[src/sv/sst_pkg.sv]
package sst_pkg;

	localparam int TableDepth = 64;

	localparam logic [1:0] KIND_INSERT = 2'd0;
	localparam logic [1:0] KIND_REMOVE = 2'd1;
	localparam logic [1:0] KIND_LOOKUP = 2'd2;
	localparam logic [1:0] KIND_FIND   = 2'd3;

	localparam logic [1:0] ST_OK   = 2'd0;
	localparam logic [1:0] ST_FULL = 2'd1;
	localparam logic [1:0] ST_DUP  = 2'd2;
	localparam logic [1:0] ST_MISS = 2'd3;

	typedef enum logic [2:0] {
		S_IDLE,
		S_SEARCH,
		S_SHIFT,
		S_SCAN,
		S_DONE
	} state_t;

	// controller to datapath
	typedef struct packed {
		logic load;      // capture request, reset search bounds
		logic srch_step; // one binary search step
		logic shift_init; // set shift pointer
		logic shift_step; // read or write half of an entry move
		logic scan_init;
		logic scan_step;
		logic finish;    // form the result
	} dp_cmd_t;

	// datapath to controller
	typedef struct packed {
		logic srch_done;
		logic shift_done;
		logic scan_done;
		logic do_shift;  // insert or remove that will modify the table
		logic is_find;
	} dp_sts_t;

	// Zero every byte after the first zero byte of the 12-byte name.
	function automatic logic [95:0] trim_name(input logic [95:0] n);
		logic [95:0] r;
		logic        z;
		r = n;
		z = 1'b0;
		for (int i = 0; i < 12; i++) begin
			if (n[8*i +: 8] == 8'd0)
				z = 1'b1;
			if (z)
				r[8*i +: 8] = 8'd0;
		end
		return r;
	endfunction

endpackage

[src/sv/sst_ctrl.sv]
module sst_ctrl (
	input  logic             clk,
	input  logic             arst_n,
	input  logic             in_valid,
	output logic             in_ready,
	output logic             out_valid,
	input  logic             out_ready,
	input  sst_pkg::dp_sts_t sts,
	output sst_pkg::dp_cmd_t cmd
);
	import sst_pkg::*;

	state_t state_q, state_d;

	// next state
	always_comb begin
		state_d = state_q;
		unique case (state_q)
			S_IDLE:   if (in_valid) state_d = S_SEARCH;
			S_SEARCH: begin
				if (sts.is_find) state_d = S_SCAN;
				else if (sts.srch_done) state_d = sts.do_shift ? S_SHIFT : S_DONE;
			end
			S_SHIFT:  if (sts.shift_done) state_d = S_DONE;
			S_SCAN:   if (sts.scan_done) state_d = S_DONE;
			S_DONE:   if (out_ready) state_d = S_IDLE;
			default:  state_d = S_IDLE;
		endcase
	end

	// outputs
	always_comb begin
		cmd       = '0;
		in_ready  = 1'b0;
		out_valid = 1'b0;
		unique case (state_q)
			S_IDLE: begin
				in_ready = 1'b1;
				cmd.load = in_valid;
			end
			S_SEARCH: begin
				cmd.srch_step = !sts.srch_done && !sts.is_find;
				cmd.scan_init = sts.is_find;
				cmd.shift_init = sts.srch_done && sts.do_shift;
				cmd.finish = sts.srch_done && !sts.do_shift && !sts.is_find;
			end
			S_SHIFT: begin
				cmd.shift_step = !sts.shift_done;
				cmd.finish = sts.shift_done;
			end
			S_SCAN: begin
				cmd.scan_step = !sts.scan_done;
				cmd.finish = sts.scan_done;
			end
			S_DONE: out_valid = 1'b1;
			default: ;
		endcase
	end

	always_ff @(posedge clk or negedge arst_n) begin
		if (!arst_n) state_q <= S_IDLE;
		else state_q <= state_d;
	end

	a_one_side: assert property (@(posedge clk) disable iff (!arst_n)
		!(in_ready && out_valid)) else $error("ready and result valid together");
	a_load_idle: assert property (@(posedge clk) disable iff (!arst_n)
		cmd.load |=> state_q == S_SEARCH) else $error("load did not start search");
	a_done_hold: assert property (@(posedge clk) disable iff (!arst_n)
		(out_valid && !out_ready) |=> out_valid) else $error("result dropped");
endmodule

[config.mk]
export PLATFORM = sky130hd
export DESIGN_NAME = sst_ctrl
export DESIGN_NICKNAME = d
export VERILOG_FILES = /design/src/sv/sst_pkg.sv /design/src/sv/sst_ctrl.sv
export SDC_FILE = /design/constraint.sdc
export NUM_CORES = 1
export LEC_CHECK = 0
export BUFFER_PORTS_ARGS = -buffer_cell sky130_fd_sc_hd__buf_4
export CAP_MARGIN = 20
export CORE_AREA = 2 2 39 41
export CTS_BUF_LIST = sky130_fd_sc_hd__clkbuf_16
export DETAILED_ROUTE_END_ITERATION = 8
export DIE_AREA = 0 0 41 43
export PLACE_DENSITY = 0.53
export SYNTH_ARGS = -nofsm -noshare
export SYNTH_HDL_FRONTEND = slang
export SYNTH_SLANG_ARGS = --single-unit
export TNS_END_PERCENT = 20
[constraint.sdc]
create_clock -name clk -period 3.9 [get_ports clk]
set_input_delay 0.78 -clock clk [delete_from_list [all_inputs] [get_ports clk]]
set_output_delay 0.78 -clock clk [all_outputs]
set_load 0.02 [all_outputs]
==> summary.md <==
| Metric | Value |
|---|---|
| Status | completed |
| Most flop-heavy register | state_q |
| CTS Buf Count | 3 |
| Post-route ant nets | 0 |
| Clock root buffer | clkbuf_16 |
| Cell mode on critical path | buf_4 |
| RSZ-0062 raised after global routing | false |
| Min-Delay Path Class | input pin to async pin |
| CP max stage delay | 550 ps |
| DR WL/cell | about 11 um |
| Placed Cells | 62 |
| Initial DRC count | 0 |
| Area of the multi-input gates | roughly 180 um^2 |
| Seq/Total Area, Yosys | 28.7% |
| Global-route wire length before repair | 1.08 mm |
| Largest net degree at the start of global routing | 12 |
| Setup Fix Bufs, Post-CTS | 0 |
| Relative max-transition margin | roughly 75% |
| Syn nets | 39 |
| FF+latch area | 75.1 um^2 |
| Worst-Skew Late Latency | approximately 230 ps |
| EDFF count, synth | 0 |
| Full die area | roughly 1800 um^2 |
| Fmax | 402 MHz |
| Top post-synthesis cells by count | nand2_1 (4), dfrtp_1 (3), nor3_1 (3), a21oi_1 (2) |
| Starting Density | 18.9% |
| Crit path max fanout | 4 |
| Hold buffer count at CTS | 0 |
| Antenna cells | 0 |
| Minimum clock period after layout | ~2500 ps |
| Buf/Inv on CP | 2 |
| Wirelength, routed | roughly 700 um |
| Final Non-Filler Cells | 66 |
| Max IR drop VDD | 0.240 mV |
| Setup_tns | 0 ps |
| Warnings from Yosys | 0 |
| Leakage Power | 0.233 nW |
| Clock slew at reported path FFs | roughly 30 ps |
| GPL Wtd Cong | 0.702 |
| Post-place instance area | about 400 um^2 |
| Vias in the first global route | 252 |
| Pins Over Slew Limit | 0 |
| Yosys reg bits | 3 |
| Clock Skew | 3.73 ps |
| Fin crit share | a little under two thirds |
| Pre-CTS setup slack | 1420 ps |
| Crit path cell chain | buf_4 > nand2_1 > or4b_4 > o21ai_2 > buf_4 |
| Drt first pass iters | 1 |
| Vias/cell | 4.32 |
| Post-synth top area share | 28.7% |
| Max-Cap Viols | 0 |
| Fin nets | 60 |
| Synth Cell Area | 262 um^2 |
| Height of the die | around 43 um |
| FFs w/ async S/R, synth | 100% |
| Share of layout cells above drive strength 1 | ~54% |
| Dominant cell type by area after synthesis | dfrtp_1 |
| CP Launch Type | input pin |
| Setup ws final | 1420 ps |
| Bufs on Longest Clock Path | 2 |
| Drt drc | 0 |
| Port buffer count | 17 |
| Nature of the critical path endpoint | primary output |
| Die Width | 41 um |
| Row count | 14 |
| PD cells | 859 nW/um^2 |
| Cells after Synth | 30 |
| Max FFs per register | 3 |
| CP top delay family | simple AND/OR/NAND/NOR gates |
| Least-Margin Pin Slew | around 370 ps |
| Slowest-stage cell, CP | or4b_4 |
| Initial antenna violation count | 0 |
| Critical Path AT | 1700 ps |
| Post-CTS sizing | 0 |
| Synth Area per Inst | 8.72 um^2 |
| Crit Path Class | input pin to primary output |
| TritonCTS clock tree | yes |
| Area contributors post-synth | dfrtp_1 (29%), nor3_1 (5.7%), nand2_1 (5.7%), mux2i_2 (5.3%), or4b_4 (5.3%) |
| Biggest registers after layout | state_q: 3 flops |
| Critical Path RT | 3120 ps |
| Fillers | 161 |
| Num Clock Sinks | 3 |
| Setup Viol. Count Final | 0 |
| Fin area | 480 um^2 |
| Most frequent cell after synthesis | nand2_1 |
| Final Hold Fails | 0 |
| Ports | 18 |
| Area growth from synthesis to layout | 83.7% |
| Final HPWL DP | slightly above 500 um |
| H-tree depth | 1 |
| Primary FF master, synth | dfrtp_1 |
| Core area | 1380 um^2 |
| Total track usage | 9.66% |
| Total gr overflow | 0 |
| Synth unique cells | 22 |
| DR vias | 285 |
==> cell type report <==
cell class / instances / share of cell area (%)
clock buffer: 3 / 15.6
clock inverter: 1 / 0.781
inverter: 1 / 0.781
multi-input combinational: 25 / 36.5
sequential: 3 / 15.6
tap: 16 / 4.17
timing repair buffer: 17 / 26.6
==> per-layer routing <==
metal	up-vias	track usage (%)	routed length, um
met2	13	12.2	306
met5	-	0	0
met4	0	10.0	24
met1	123	11.7	313
met3	2	3.14	70
li1	147	-	-
==> through the flow <==
step / hold slack (ps) / utilization (%) / power [W]
3_3_place_gp: 542 / 29.0 / 0.000253
6_report: 335 / 34.7 / 0.000413
3_5_place_dp: 524 / 29.0 / 0.000252
5_1_grt: 335 / 34.7 / 0.000440
4_1_cts: 334 / 34.7 / 0.000418
2_1_floorplan: 479 / - / 0.000191
==> where the power goes <==
group	internal [W]	switching, W
logic	0.0000827	0.0000871
clock network	0.000132	0.0000298
registers	0.0000456	0.0000352
==> kinds of logic after synthesis <==
group	after synthesis	synth area share, %
AND/OR/NAND/NOR	18	43.5
AO/OA/AOI/OAI	6	18.2
flip-flops	3	28.7
buffers and inverters	2	4.31
multiplexers	1	5.26
==> final timing paths <==
check / end / cells past startpoint / slack, ps / from
max reg2reg: state_q[2] / 3 / 2510 / state_q[0]
max in group asynchronous: state_q[1] / 1 / 3470 / arst_n
min in group clk: state_q[0] / 1 / 540 / state_q[2]
min: state_q[2] / 1 / 340 / arst_n
max: cmd[0] / 5 / 1420 / sts[4]
min reg2reg: state_q[0] / 1 / 540 / state_q[2]
==> placed cells by master, fill, tap and decap left out, drive strengths merged <==
cell	instances
dfrtp	3
nor2	2
nand2b	1
or2b	1
nor3b	2
o211ai	1
nor3	3
nand3b	1
buf	17
o21ai	1
nand2	4
a21o	1
a21oi	2
mux2i	1
or4b	1
and3	1
o221ai	1
clkbuf	3
nand3	1
and2	1
inv	2
Note: power is estimated with default switching activity, not from simulation.
